$ cat config.mk
export PLATFORM = sky130hd
export DESIGN_NAME = matrix_multiply
export DESIGN_NICKNAME = d
export VERILOG_FILES = /design/src/design/mm_pkg.sv /design/src/design/mm_front.sv /design/src/design/mm_queue.sv /design/src/design/mm_back.sv /design/src/design/matrix_multiply.sv
export VERILOG_INCLUDE_DIRS = /design/src /design/src/design
export SDC_FILE = /design/constraint.sdc
export NUM_CORES = 2
export LEC_CHECK = 0
export BUFFER_PORTS_ARGS = -buffer_cell sky130_fd_sc_hd__buf_2
export CELL_PAD_IN_SITES_DETAIL_PLACEMENT = 0
export CELL_PAD_IN_SITES_GLOBAL_PLACEMENT = 2
export CORE_MARGIN = 8
export CORE_UTILIZATION = 50
export CTS_CLUSTER_SIZE = 14
export DETAILED_ROUTE_END_ITERATION = 10
export PLACE_DENSITY = 0.77
export REMOVE_ABC_BUFFERS = 1
export SLEW_MARGIN = 10
export SYNTH_ARGS = -nofsm -noshare
export SYNTH_HDL_FRONTEND = slang
export SYNTH_SLANG_ARGS = --single-unit
$ cat constraint.sdc
create_clock -name clk -period 9.4 [get_ports clk]
set_input_delay 2.82 -clock clk [delete_from_list [all_inputs] [get_ports clk]]
set_output_delay 2.82 -clock clk [all_outputs]
set_load 0.05 [all_outputs]
$ cat src/design/matrix_multiply_assert.svh
// Assertion macros used by the matrix multiplier back end (mm_back).
// Each macro expects signals named clk and rst_n in the calling module.
`ifndef MATRIX_MULTIPLY_ASSERT_SVH
`define MATRIX_MULTIPLY_ASSERT_SVH

`define MM_ASSERT_IMPL(label, ante, cons) \
    label: assert property (@(posedge clk) disable iff (!rst_n) (ante) |-> (cons)) \
        else $error("matrix multiply assertion failed");

`define MM_ASSERT_NEXT(label, ante, cons) \
    label: assert property (@(posedge clk) disable iff (!rst_n) (ante) |=> (cons)) \
        else $error("matrix multiply assertion failed");

`endif

$ cat src/design/mm_pkg.sv
package mm_pkg;

    localparam int DIM_W = 4;
    localparam int LIN_W = 2 * DIM_W;
    localparam int OUT_W = 35;
    localparam int OUT_TDATA_W = ((OUT_W + 7) / 8) * 8;
    localparam int QUEUE_DEPTH = 2;
    localparam int CFG_ADDR_W = 4;
    localparam int CFG_DATA_W = 32;

    localparam logic [1:0] REG_ROWS_A = 2'd0;
    localparam logic [1:0] REG_INNER_DIM = 2'd1;
    localparam logic [1:0] REG_COLS_B = 2'd2;

    typedef struct packed {
        logic             is_b;
        logic             done;
        logic [DIM_W-1:0] nr;
        logic [DIM_W-1:0] nk;
        logic [DIM_W-1:0] nc;
    } mm_cmd_t;

endpackage

$ cat src/design/mm_front.sv
module mm_front
    import mm_pkg::*;
#(
    parameter int MAX_DIM = 8,
    parameter int DATA_WIDTH = 16,
    parameter int ADDR_W = 6
)
(
    input  logic                  clk,
    input  logic                  rst_n,
    input  logic [DIM_W-1:0]      rows_a,
    input  logic [DIM_W-1:0]      inner_dim,
    input  logic [DIM_W-1:0]      cols_b,
    input  logic                  in_valid,
    output logic                  in_ready,
    input  logic [DATA_WIDTH-1:0] in_data,
    input  logic                  queue_full,
    output logic                  push,
    output mm_cmd_t               push_cmd,
    output logic [ADDR_W-1:0]     push_addr,
    output logic [DATA_WIDTH-1:0] push_data
);

    localparam int CNT_W = $clog2(2 * MAX_DIM * MAX_DIM + 1);
    localparam logic [DIM_W-1:0] DIM_CAP = (MAX_DIM > 15) ? DIM_W'(15) : DIM_W'(MAX_DIM);

    logic [CNT_W-1:0] load_count_reg;
    logic [CNT_W-1:0] load_count_next;
    logic [DIM_W-1:0] nr;
    logic [DIM_W-1:0] nk;
    logic [DIM_W-1:0] nc;
    logic [CNT_W-1:0] na;
    logic [CNT_W-1:0] total;
    logic [CNT_W-1:0] cnt;
    logic [CNT_W-1:0] cnt_inc;
    logic [CNT_W-1:0] offset;
    logic             is_b;
    logic             done;

    function automatic logic [DIM_W-1:0] eff_dim(input logic [DIM_W-1:0] r);
        logic [DIM_W-1:0] d;
        begin
            if (r == '0)
            begin
                d = DIM_W'(1);
            end
            else if (r > DIM_CAP)
            begin
                d = DIM_CAP;
            end
            else
            begin
                d = r;
            end
            return d;
        end
    endfunction

    always_comb
    begin
        nr = eff_dim(rows_a);
        nk = eff_dim(inner_dim);
        nc = eff_dim(cols_b);
        na = CNT_W'(nr) * CNT_W'(nk);
        total = na + CNT_W'(nk) * CNT_W'(nc);
        cnt = (load_count_reg >= total) ? '0 : load_count_reg;
        is_b = (cnt >= na);
        offset = is_b ? (cnt - na) : cnt;
        cnt_inc = cnt + CNT_W'(1);
        done = (cnt_inc == total);
    end

    assign in_ready = !queue_full;
    assign push = in_valid && in_ready;
    assign push_addr = offset[ADDR_W-1:0];
    assign push_data = in_data;

    always_comb
    begin
        push_cmd.is_b = is_b;
        push_cmd.done = done;
        push_cmd.nr = nr;
        push_cmd.nk = nk;
        push_cmd.nc = nc;
    end

    always_comb
    begin
        load_count_next = load_count_reg;
        if (push)
        begin
            load_count_next = done ? '0 : cnt_inc;
        end
    end

    always_ff @(posedge clk or negedge rst_n)
    begin
        if (!rst_n)
        begin
            load_count_reg <= '0;
        end
        else
        begin
            load_count_reg <= load_count_next;
        end
    end

endmodule

$ cat src/design/mm_queue.sv
module mm_queue
    import mm_pkg::*;
#(
    parameter int WIDTH = 8
)
(
    input  logic             clk,
    input  logic             rst_n,
    input  logic             push,
    input  logic [WIDTH-1:0] push_data,
    output logic             full,
    input  logic             pop,
    output logic [WIDTH-1:0] pop_data,
    output logic             empty
);

    localparam int PTR_W = $clog2(QUEUE_DEPTH);
    localparam int CNT_W = $clog2(QUEUE_DEPTH + 1);

    logic [WIDTH-1:0] entry_reg [QUEUE_DEPTH];
    logic [PTR_W-1:0] wr_ptr_reg;
    logic [PTR_W-1:0] wr_ptr_next;
    logic [PTR_W-1:0] rd_ptr_reg;
    logic [PTR_W-1:0] rd_ptr_next;
    logic [CNT_W-1:0] count_reg;
    logic [CNT_W-1:0] count_next;

    assign full = (count_reg == CNT_W'(QUEUE_DEPTH));
    assign empty = (count_reg == '0);
    assign pop_data = entry_reg[rd_ptr_reg];

    always_comb
    begin
        wr_ptr_next = wr_ptr_reg;
        rd_ptr_next = rd_ptr_reg;
        count_next = count_reg;
        if (push)
        begin
            wr_ptr_next = (wr_ptr_reg == PTR_W'(QUEUE_DEPTH - 1)) ? '0 : wr_ptr_reg + PTR_W'(1);
        end
        if (pop)
        begin
            rd_ptr_next = (rd_ptr_reg == PTR_W'(QUEUE_DEPTH - 1)) ? '0 : rd_ptr_reg + PTR_W'(1);
        end
        if (push && !pop)
        begin
            count_next = count_reg + CNT_W'(1);
        end
        else if (pop && !push)
        begin
            count_next = count_reg - CNT_W'(1);
        end
    end

    always_ff @(posedge clk or negedge rst_n)
    begin
        if (!rst_n)
        begin
            wr_ptr_reg <= '0;
            rd_ptr_reg <= '0;
            count_reg <= '0;
        end
        else
        begin
            wr_ptr_reg <= wr_ptr_next;
            rd_ptr_reg <= rd_ptr_next;
            count_reg <= count_next;
        end
    end

    always_ff @(posedge clk)
    begin
        if (push)
        begin
            entry_reg[wr_ptr_reg] <= push_data;
        end
    end

endmodule

$ cat src/design/mm_back.sv
`include "matrix_multiply_assert.svh"

module mm_back
    import mm_pkg::*;
#(
    parameter int MAX_DIM = 8,
    parameter int DATA_WIDTH = 16,
    parameter int ADDR_W = 6
)
(
    input  logic                  clk,
    input  logic                  rst_n,
    input  logic                  empty,
    output logic                  pop,
    input  mm_cmd_t               pop_cmd,
    input  logic [ADDR_W-1:0]     pop_addr,
    input  logic [DATA_WIDTH-1:0] pop_data,
    output logic                  out_valid,
    input  logic                  out_ready,
    output logic [OUT_W-1:0]      out_data,
    output logic                  out_last
);

    localparam int DEPTH = MAX_DIM * MAX_DIM;

    typedef enum logic [1:0] {
        ST_IDLE  = 2'b01,
        ST_SWEEP = 2'b10
    } mm_state_t;

    mm_state_t state_reg;
    mm_state_t state_next;

    logic [DATA_WIDTH-1:0] a_mem [DEPTH];
    logic [DATA_WIDTH-1:0] b_mem [DEPTH];

    logic [DIM_W-1:0] i_reg;
    logic [DIM_W-1:0] i_next;
    logic [DIM_W-1:0] j_reg;
    logic [DIM_W-1:0] j_next;
    logic [DIM_W-1:0] k_reg;
    logic [DIM_W-1:0] k_next;
    logic [DIM_W-1:0] nr_reg;
    logic [DIM_W-1:0] nr_next;
    logic [DIM_W-1:0] nk_reg;
    logic [DIM_W-1:0] nk_next;
    logic [DIM_W-1:0] nc_reg;
    logic [DIM_W-1:0] nc_next;

    logic wr_a;
    logic wr_b;
    logic en;
    logic issue;
    logic last_k;
    logic last_j;
    logic last_i;
    logic [LIN_W-1:0]  a_lin;
    logic [LIN_W-1:0]  b_lin;
    logic [ADDR_W-1:0] a_raddr;
    logic [ADDR_W-1:0] b_raddr;

    logic                         s1_valid_reg;
    logic                         s1_first_reg;
    logic                         s1_lastk_reg;
    logic                         s1_lastel_reg;
    logic signed [DATA_WIDTH-1:0] a_rd_reg;
    logic signed [DATA_WIDTH-1:0] b_rd_reg;

    logic                           s2_valid_reg;
    logic                           s2_first_reg;
    logic                           s2_lastk_reg;
    logic                           s2_lastel_reg;
    logic signed [2*DATA_WIDTH-1:0] prod_reg;

    logic signed [OUT_W-1:0] prod_ext;
    logic signed [OUT_W-1:0] acc_reg;
    logic signed [OUT_W-1:0] acc_next;
    logic                    out_valid_reg;
    logic [OUT_W-1:0]        out_data_reg;
    logic                    out_last_reg;

    assign en = !out_valid_reg || out_ready;
    assign issue = (state_reg == ST_SWEEP);
    assign last_k = (k_reg == nk_reg - DIM_W'(1));
    assign last_j = (j_reg == nc_reg - DIM_W'(1));
    assign last_i = (i_reg == nr_reg - DIM_W'(1));
    assign a_lin = LIN_W'(i_reg) * LIN_W'(nk_reg) + LIN_W'(k_reg);
    assign b_lin = LIN_W'(k_reg) * LIN_W'(nc_reg) + LIN_W'(j_reg);
    assign a_raddr = a_lin[ADDR_W-1:0];
    assign b_raddr = b_lin[ADDR_W-1:0];

    always_comb
    begin
        state_next = state_reg;
        i_next = i_reg;
        j_next = j_reg;
        k_next = k_reg;
        nr_next = nr_reg;
        nk_next = nk_reg;
        nc_next = nc_reg;
        pop = 1'b0;
        wr_a = 1'b0;
        wr_b = 1'b0;
        case (state_reg)
            ST_IDLE:
            begin
                if (!empty)
                begin
                    pop = 1'b1;
                    wr_a = !pop_cmd.is_b;
                    wr_b = pop_cmd.is_b;
                    if (pop_cmd.done)
                    begin
                        state_next = ST_SWEEP;
                        nr_next = pop_cmd.nr;
                        nk_next = pop_cmd.nk;
                        nc_next = pop_cmd.nc;
                        i_next = '0;
                        j_next = '0;
                        k_next = '0;
                    end
                end
            end
            ST_SWEEP:
            begin
                if (en)
                begin
                    if (!last_k)
                    begin
                        k_next = k_reg + DIM_W'(1);
                    end
                    else
                    begin
                        k_next = '0;
                        if (!last_j)
                        begin
                            j_next = j_reg + DIM_W'(1);
                        end
                        else
                        begin
                            j_next = '0;
                            if (!last_i)
                            begin
                                i_next = i_reg + DIM_W'(1);
                            end
                            else
                            begin
                                state_next = ST_IDLE;
                            end
                        end
                    end
                end
            end
            default:
            begin
                state_next = ST_IDLE;
            end
        endcase
    end

    always_ff @(posedge clk or negedge rst_n)
    begin
        if (!rst_n)
        begin
            state_reg <= ST_IDLE;
            i_reg <= '0;
            j_reg <= '0;
            k_reg <= '0;
            nr_reg <= DIM_W'(1);
            nk_reg <= DIM_W'(1);
            nc_reg <= DIM_W'(1);
            s1_valid_reg <= 1'b0;
            s2_valid_reg <= 1'b0;
            out_valid_reg <= 1'b0;
        end
        else
        begin
            state_reg <= state_next;
            i_reg <= i_next;
            j_reg <= j_next;
            k_reg <= k_next;
            nr_reg <= nr_next;
            nk_reg <= nk_next;
            nc_reg <= nc_next;
            if (en)
            begin
                s1_valid_reg <= issue;
                s2_valid_reg <= s1_valid_reg;
                out_valid_reg <= s2_valid_reg && s2_lastk_reg;
            end
        end
    end

    always_ff @(posedge clk)
    begin
        if (wr_a)
        begin
            a_mem[pop_addr] <= pop_data;
        end
        if (wr_b)
        begin
            b_mem[pop_addr] <= pop_data;
        end
        if (en)
        begin
            a_rd_reg <= a_mem[a_raddr];
            b_rd_reg <= b_mem[b_raddr];
        end
    end

    assign prod_ext = OUT_W'(prod_reg);
    assign acc_next = s2_first_reg ? prod_ext : acc_reg + prod_ext;

    always_ff @(posedge clk)
    begin
        if (en)
        begin
            s1_first_reg <= (k_reg == '0);
            s1_lastk_reg <= last_k;
            s1_lastel_reg <= last_k && last_j && last_i;
            s2_first_reg <= s1_first_reg;
            s2_lastk_reg <= s1_lastk_reg;
            s2_lastel_reg <= s1_lastel_reg;
            prod_reg <= a_rd_reg * b_rd_reg;
            if (s2_valid_reg)
            begin
                acc_reg <= acc_next;
            end
            if (s2_valid_reg && s2_lastk_reg)
            begin
                out_data_reg <= acc_next;
                out_last_reg <= s2_lastel_reg;
            end
        end
    end

    assign out_valid = out_valid_reg;
    assign out_data = out_data_reg;
    assign out_last = out_last_reg;

    `MM_ASSERT_IMPL(a_sweep_in_range, state_reg == ST_SWEEP, (k_reg < nk_reg) && (j_reg < nc_reg) && (i_reg < nr_reg))
    `MM_ASSERT_NEXT(a_stall_freezes, (state_reg == ST_SWEEP) && !en, (k_reg == $past(k_reg)) && (s1_valid_reg == $past(s1_valid_reg)))
    `MM_ASSERT_NEXT(a_result_on_last_k, en && s2_valid_reg && s2_lastk_reg, out_valid_reg)

endmodule

$ cat src/design/matrix_multiply.sv
// Dense matrix multiplier, C = A x B, on signed Q8.8 elements with full-precision Q19.16
// results. Elements arrive on the slave stream in row-major order, first the rows_a x
// inner_dim elements of A and then the inner_dim x cols_b elements of B; a register that
// holds zero acts as one and a value above MAX_DIM acts as MAX_DIM. Elements are taken in
// while the two-entry command queue has room, so loading runs at one transfer per cycle.
// The transfer that completes B starts a sweep of the single multiply-accumulate unit,
// which reads one element of each store per cycle while the output is not stalled; each
// product passes through the read registers and the product register into the
// accumulator. During the sweep at most two further elements are taken in before the
// input stalls. Results leave in row-major order with tlast on the final element; a stalled
// output holds the whole sweep. The dimension registers are to be written only while the
// block is idle.
module matrix_multiply
    import mm_pkg::*;
#(
    parameter int MAX_DIM = 8,
    parameter int DATA_WIDTH = 16
)
(
    input  logic                                     clk,
    input  logic                                     rst_n,
    input  logic                                     s_tvalid,
    output logic                                     s_tready,
    // element_value in the low DATA_WIDTH bits, zero padding above
    input  logic [((DATA_WIDTH + 7) / 8) * 8 - 1:0]  s_tdata,
    output logic                                     m_tvalid,
    input  logic                                     m_tready,
    // product_value in bits 34:0, zero padding above
    output logic [OUT_TDATA_W-1:0]                   m_tdata,
    output logic                                     m_tlast,
    input  logic                                     psel,
    input  logic                                     penable,
    input  logic                                     pwrite,
    input  logic [CFG_ADDR_W-1:0]                    paddr,
    input  logic [CFG_DATA_W-1:0]                    pwdata,
    output logic [CFG_DATA_W-1:0]                    prdata,
    output logic                                     pready
);

    localparam int ADDR_W = (MAX_DIM > 1) ? $clog2(MAX_DIM * MAX_DIM) : 1;
    localparam int CMD_W = $bits(mm_cmd_t);
    localparam int QW = DATA_WIDTH + ADDR_W + CMD_W;

    logic [DIM_W-1:0] rows_a_reg;
    logic [DIM_W-1:0] inner_dim_reg;
    logic [DIM_W-1:0] cols_b_reg;
    logic             cfg_write;
    logic [1:0]       cfg_index;

    logic                  queue_full;
    logic                  queue_empty;
    logic                  push;
    logic                  pop;
    mm_cmd_t               push_cmd;
    mm_cmd_t               pop_cmd;
    logic [ADDR_W-1:0]     push_addr;
    logic [ADDR_W-1:0]     pop_addr;
    logic [DATA_WIDTH-1:0] push_data;
    logic [DATA_WIDTH-1:0] pop_data;
    logic [QW-1:0]         queue_in;
    logic [QW-1:0]         queue_out;
    logic [OUT_W-1:0]      result;

    assign pready = 1'b1;
    assign cfg_write = psel && penable && pwrite && pready;
    assign cfg_index = paddr[3:2];

    always_ff @(posedge clk or negedge rst_n)
    begin
        if (!rst_n)
        begin
            rows_a_reg <= DIM_W'(1);
            inner_dim_reg <= DIM_W'(1);
            cols_b_reg <= DIM_W'(1);
        end
        else if (cfg_write)
        begin
            case (cfg_index)
                REG_ROWS_A:    rows_a_reg <= pwdata[DIM_W-1:0];
                REG_INNER_DIM: inner_dim_reg <= pwdata[DIM_W-1:0];
                REG_COLS_B:    cols_b_reg <= pwdata[DIM_W-1:0];
                default:       ;
            endcase
        end
    end

    always_comb
    begin
        case (cfg_index)
            REG_ROWS_A:    prdata = CFG_DATA_W'(rows_a_reg);
            REG_INNER_DIM: prdata = CFG_DATA_W'(inner_dim_reg);
            REG_COLS_B:    prdata = CFG_DATA_W'(cols_b_reg);
            default:       prdata = '0;
        endcase
    end

    mm_front #(
        .MAX_DIM    (MAX_DIM),
        .DATA_WIDTH (DATA_WIDTH),
        .ADDR_W     (ADDR_W)
    ) u_front (
        .clk        (clk),
        .rst_n      (rst_n),
        .rows_a     (rows_a_reg),
        .inner_dim  (inner_dim_reg),
        .cols_b     (cols_b_reg),
        .in_valid   (s_tvalid),
        .in_ready   (s_tready),
        .in_data    (s_tdata[DATA_WIDTH-1:0]),
        .queue_full (queue_full),
        .push       (push),
        .push_cmd   (push_cmd),
        .push_addr  (push_addr),
        .push_data  (push_data)
    );

    assign queue_in = {push_data, push_addr, push_cmd};
    assign pop_cmd = queue_out[CMD_W-1:0];
    assign pop_addr = queue_out[CMD_W +: ADDR_W];
    assign pop_data = queue_out[CMD_W + ADDR_W +: DATA_WIDTH];

    mm_queue #(
        .WIDTH (QW)
    ) u_queue (
        .clk       (clk),
        .rst_n     (rst_n),
        .push      (push),
        .push_data (queue_in),
        .full      (queue_full),
        .pop       (pop),
        .pop_data  (queue_out),
        .empty     (queue_empty)
    );

    mm_back #(
        .MAX_DIM    (MAX_DIM),
        .DATA_WIDTH (DATA_WIDTH),
        .ADDR_W     (ADDR_W)
    ) u_back (
        .clk       (clk),
        .rst_n     (rst_n),
        .empty     (queue_empty),
        .pop       (pop),
        .pop_cmd   (pop_cmd),
        .pop_addr  (pop_addr),
        .pop_data  (pop_data),
        .out_valid (m_tvalid),
        .out_ready (m_tready),
        .out_data  (result),
        .out_last  (m_tlast)
    );

    assign m_tdata = {(OUT_TDATA_W - OUT_W)'(0), result};

endmodule

=== Yosys cells after proc, flatten, opt, wreduce, memory -nomap -nowiden ===
Memory sizes are Yosys's and may differ from the RTL's. A register that Yosys moved wholly into a read port is not among the register bits.
Index checks and enable logic that the tools add are counted.

* Flip-flop bits (word level): 162
* Word-level logic and storage cells: 153
* RAM bits: 2120
* Input port bits: 59
* Memories kept: 3
* Output and inout port bits: 76

* Reduce and logical (&&, ||, !) cells: 32
* Add/subtract/negate cells: 16
* Order comparisons: 5
* $mul: 5
* Bitwise logic cells: 1
* Multiplexer cells: 48
* Equality and inequality tests: 16

{| class="wikitable"
|+ Memories
! memory !! depth !! width !! read ports !! clocked after memory_dff !! write ports !! line !! RTL
|-
| u_back.a_mem || 64 || 16 || 1 || 1 || 1 || mm_back.sv:34 || <nowiki>logic [DATA_WIDTH-1:0] a_mem [DEPTH];</nowiki>
|-
| u_back.b_mem || 64 || 16 || 1 || 1 || 1 || mm_back.sv:35 || <nowiki>logic [DATA_WIDTH-1:0] b_mem [DEPTH];</nowiki>
|-
| u_queue.entry_reg || 2 || 36 || 1 || 0 || 1 || mm_queue.sv:20 || <nowiki>logic [WIDTH-1:0] entry_reg [QUEUE_DEPTH];</nowiki>
|}

{| class="wikitable"
|+ Operators with widths
! kind !! number
|-
| 4-bit 2-to-1 mux || 17
|-
| 35-bit by 32-bit adder with 35-bit output || 1
|-
| 35-bit 2-to-1 mux || 1
|-
| 16-bit by 16-bit multiplier with 32-bit output || 1
|-
| 4-bit one-hot mux with 2 select lines || 3
|-
| 8-bit greater-or-equal comparator || 2
|-
| 4-bit zero test || 4
|-
| 4-bit by 4-bit multiplier with 8-bit output || 2
|-
| 2-bit 2-to-1 mux || 8
|-
| 8-bit 2-to-1 mux || 2
|-
| 1-bit 2-to-1 mux || 14
|-
| 4-bit by 1-bit adder with 4-bit output (second input constant) || 3
|-
| 6-bit by 4-bit adder with 6-bit output || 2
|-
| 4-bit equality test || 3
|-
| 4-bit greater-than comparator (second input constant) || 3
|-
| 4-bit by 4-bit multiplier with 6-bit output || 2
|-
| 2-bit != test (second input constant) || 6
|-
| 4-bit one-hot mux with 3 select lines || 1
|-
| 4-bit by 1-bit subtractor with 4-bit output (second input constant) || 3
|-
| 2-bit AND reduction || 5
|-
| 8-bit by 1-bit adder with 8-bit output (second input constant) || 1
|-
| 8-bit adder || 1
|-
| 8-bit equality test || 1
|-
| 1-bit logical AND || 8
|-
| other kinds (19) || 29
|}

=== Logic depth before layout (Yosys ltp) ===
* Word-level depth: 10
* Mapped depth: 40
* Gate-level depth less buffers: 37

=== Modules after synthesis ===
A second synthesis with hierarchy kept.

* Cell total of the unflattened synthesis: 5562
* Area total of the unflattened synthesis: 103628.1 um^2

{| class="wikitable"
|+ By module, submodules not included
! module !! area an instance (um^2) !! cells each !! instances !! sequential area each (um^2)
|-
| mm_back || 97096.9 || 4996 || 1 || 66463.7
|-
| mm_queue || 2934.1 || 128 || 1 || 2262.2
|-
| mm_front || 2768.9 || 360 || 1 || 200.2
|-
| matrix_multiply || 828.3 || 78 || 1 || 304.0
|}

=== Least setup slack after synthesis ===
Ideal clock, no wire load.

* Path kind: register -> register
* From: register rows_a_reg[0]
* To: memory u_queue.entry_reg[0][18] in the netlist's numbering, data pin
* Data required time: 9138 ps
* Clock period less this slack: 7547 ps
* Library setup time: 262 ps
* Arrival time: 7285 ps
* Buffers on the path: 3
* Path slack: 1853 ps
* Cell stages (with the launch flop): 38
* Cell sequence: dfstp_2 > nor2_1 > or2_2 > inv_1 > nand2_1 > fa_1 > inv_1 > fa_1 > ha_1 > a21o_1 > a21oi_1 > xnor2_1 > fa_1 > inv_1 > ha_1 > o21a_1 > o31a_1 > o21a_1 > (+2 left out) > xor2_1 > ha_1 > o21a_1 > nor2_1 > a21o_1 > clkbuf_1 > clkbuf_1 > nand2_1 > fa_1 > a21boi_0 > o21ai_0 > nand2b_1 > o2111ai_1 > a21oi_1 > a211o_1 > clkbuf_1 > nand2_1 > xor2_1

{| class="wikitable"
|+ RTL lines
! element !! line !! RTL
|-
| from (decl) || matrix_multiply.sv:44 || <nowiki>logic [DIM_W-1:0] rows_a_reg;</nowiki>
|-
| from (signal assigned) || matrix_multiply.sv:79 || <nowiki>REG_ROWS_A: rows_a_reg <= pwdata[DIM_W-1:0];</nowiki>
|-
| to (decl) || mm_queue.sv:20 ||
|}

==> metrics.md <==
| Metric | Value |
|---|---|
| Status | complete, no violations |
| Worst path max stage delay | just under 600 ps |
| Post-Syn Instances | 5502 |
| Number of flops mapped to enable cells by yosys | 2261 |
| Ys flop type | edfxtp_1 |
| Drt first pass iters | 6 |
| Clk buf depth | 3 |
| Crit Path Category | reg2reg |
| Post-CTS sizing | 0 |
| CTS buffer count | between 200 and 250 |
| DRT iter0 DRCs | 4492 |
| Clock-pin transition on the worst setup and hold timing paths | 60 ps |
| PortBufs | 70 |
| Setup-failing EPs final | 0 |
| Fmax | 122 MHz |
| # clock sinks | between 2000 and 2500 |
| Synth cell types | 85 |
| Max Slew Vio Count | 0 |
| Via count | roughly 50000 |
| Largest net degree at the start of global routing | 132 |
| Fin crit share | 0.875 |
| CTS tree | yes |
| DRC violations left | 0 |
| WP data arrival | approximately 9000 ps |
| Clk_skew | about 54 ps |
| Die height | ~470 um |
| Antenna Violating Nets Remaining | 0 |
| Vias in the first global route | 51900 |
| Fill cell count | approximately 16000 |
| Core Rows | ~170 |
| Most frequent cells in the layout | edfxtp_1 (2261), mux4_2 (640), inv_1 (396) |
| Post-synthesis average cell area | between 15 and 20 um2 |
| Asr flop ratio synth | 0.0229 |
| Gpl congestion | ~0.77 |
| Hold Buf Count CTS | 0 |
| Tightest Pin Transition | approximately 1300 ps |
| Setup crit end kind | flop |
| Post-layout util | 0.560 |
| Post-DP HPWL | 141 mm |
| Fin. Hold Viols | 0 |
| Initial Util | 0.503 |
| Grt total ovfl | 0 |
| Avg Vias per Cell | roughly 5.8 |
| IO Pins | between 100 and 150 |
| R2R depth | 32 |
| Die area | approximately 220000 um2 |
| Post-Syn Area | approximately 100000 um2 |
| H-tree depth | 4 |
| Initial antenna violation count | 4 |
| Post-CTS Setup Bufs | 0 |
| First-pass GRT wire length | approximately 340 mm |
| RSZ-0062 raised after global routing | no |
| Crit path max fanout | 21 |
| Slowest CP cell | dfrtp_1 |
| Routed WL | ~230 mm |
| Final nets | roughly 6300 |
| Core Box Area | just over 200000 um2 |
| CP required | 10010 ps |
| Seq/Total Area, Yosys | 0.673 |
| Post-synthesis register bit count | about 2300 |
| CP startpoint kind | flop |
| Hold path cells | 0 |
| Ys Warns | 0 |
| Share of cells above drive strength 1 | 0.224 |
| # Max-Cap Violations | 0 |
| Clk_lat worst skew | about 900 ps |
| Root Driver | clkbuf_16 |
| Total GRT Usage | 0.203 |
| Synth-to-Final Area Change | 11.4% |
| Worst relative slew slack | 0.112 |
| Die X | roughly 470 um |
| Tmin final | 8230 ps |
| Drt wl/cell | 26.2 um |
| Hold Crit Class | reg2reg |
| Commonest non-fill, non-tap cell in the layout | edfxtp_1 |
## critical path, delay by kind of cell, from the launching register on
family	cells	cell delay (ps)
compound gates	12	2310
xor+xnor	1	200
fa+ha+maj	7	2960
buf+inv	5	710
flops	1	580
mux	1	400
simple gates	6	830
## cell families after synthesis
| logic type | Yosys count | synth area share |
|---|---|---|
| xor+xnor | 123 | 0.0107 |
| fa+ha+maj | 479 | 0.0793 |
| buf+inv | 665 | 0.0269 |
| simple gates | 819 | 0.0379 |
| other cells | 2 | 0.0000730 |
| flops | 2314 | 0.673 |
| compound gates | 375 | 0.0238 |
| mux | 725 | 0.149 |
## synth_stat cells (22+ instances only)
library cell	number	share of area
nand2_1	283	0.010
a21o_1	42	0.0031
buf_4	51	0.0037
nand2b_1	31	0.0019
a211oi_1	43	0.0031
o21ai_0	54	0.0026
fa_1	289	0.056
and2_1	144	0.0088
a21oi_1	116	0.0056
nor2_1	213	0.0078
xor2_1	50	0.0043
nand3_1	26	0.0013
buf_2	55	0.0027
o21ai_1	22	0.0011
mux2i_1	52	0.0051
edfxtp_1	2261	0.66
mux4_2	640	0.14
mux2_2	33	0.0036
clkbuf_1	156	0.0057
dfrtp_1	46	0.011
inv_1	397	0.014
nor2b_1	42	0.0026
ha_1	189	0.023
xnor2_1	70	0.0060
## path summary, 6_finish.rpt
check	from	endpoint	slack, ps
worst max-delay path	inner_dim_reg[3]	u_queue.entry_reg[0][19]	1170
worst min register to register	u_back.s2_lastel_reg	u_back.out_last	410
max in group asynchronous	rst_n	u_queue.rd_ptr_reg	6760
worst max register to register	inner_dim_reg[3]	u_queue.entry_reg[0][19]	1170
min in group asynchronous	rst_n	u_front.load_count_reg[7]	2100
worst min-delay path	u_back.s2_lastel_reg	u_back.out_last	410
## layout make-up
type                            count  area (um2)  area share
Timing Repair Buffer              244        1730      0.0151
Clock inverter                    147        1530      0.0133
Inverter                          398        1500      0.0130
Tap cell                         2688        3360      0.0293
Sequential cell                  2314       69200       0.604
Multi-Input combinational cell   2555       31300       0.273
Clock buffer                      278        5940      0.0519
Antenna cell                        2        5.00   0.0000437
## per-layer routing
layer,global-route usage,share of wire,vias up
met5,0,0,-
met4,0.0486,0.021,0
met3,0.0321,0.060,271
met2,0.327,0.48,1415
met1,0.295,0.44,26400
li1,-,-,21700
## through the flow
step                      instances  hold WS, ps  worst slack [ps]  instance area (um2)  TNS [ps]
final                          8626          411              1170               115000         0
after global routing           8626          426               494               115000         0
after CTS                      8624          413              1130               115000         0
after detailed placement       8199          420              1130               107000         0
after global placement         8199          406              1100               107000         0
after floorplan                5267          400             -2670               102000    -85330
Power is left out: the tool's default activity adds up to more than one toggle a clock period on the data nets, which glitch-free logic cannot reach.
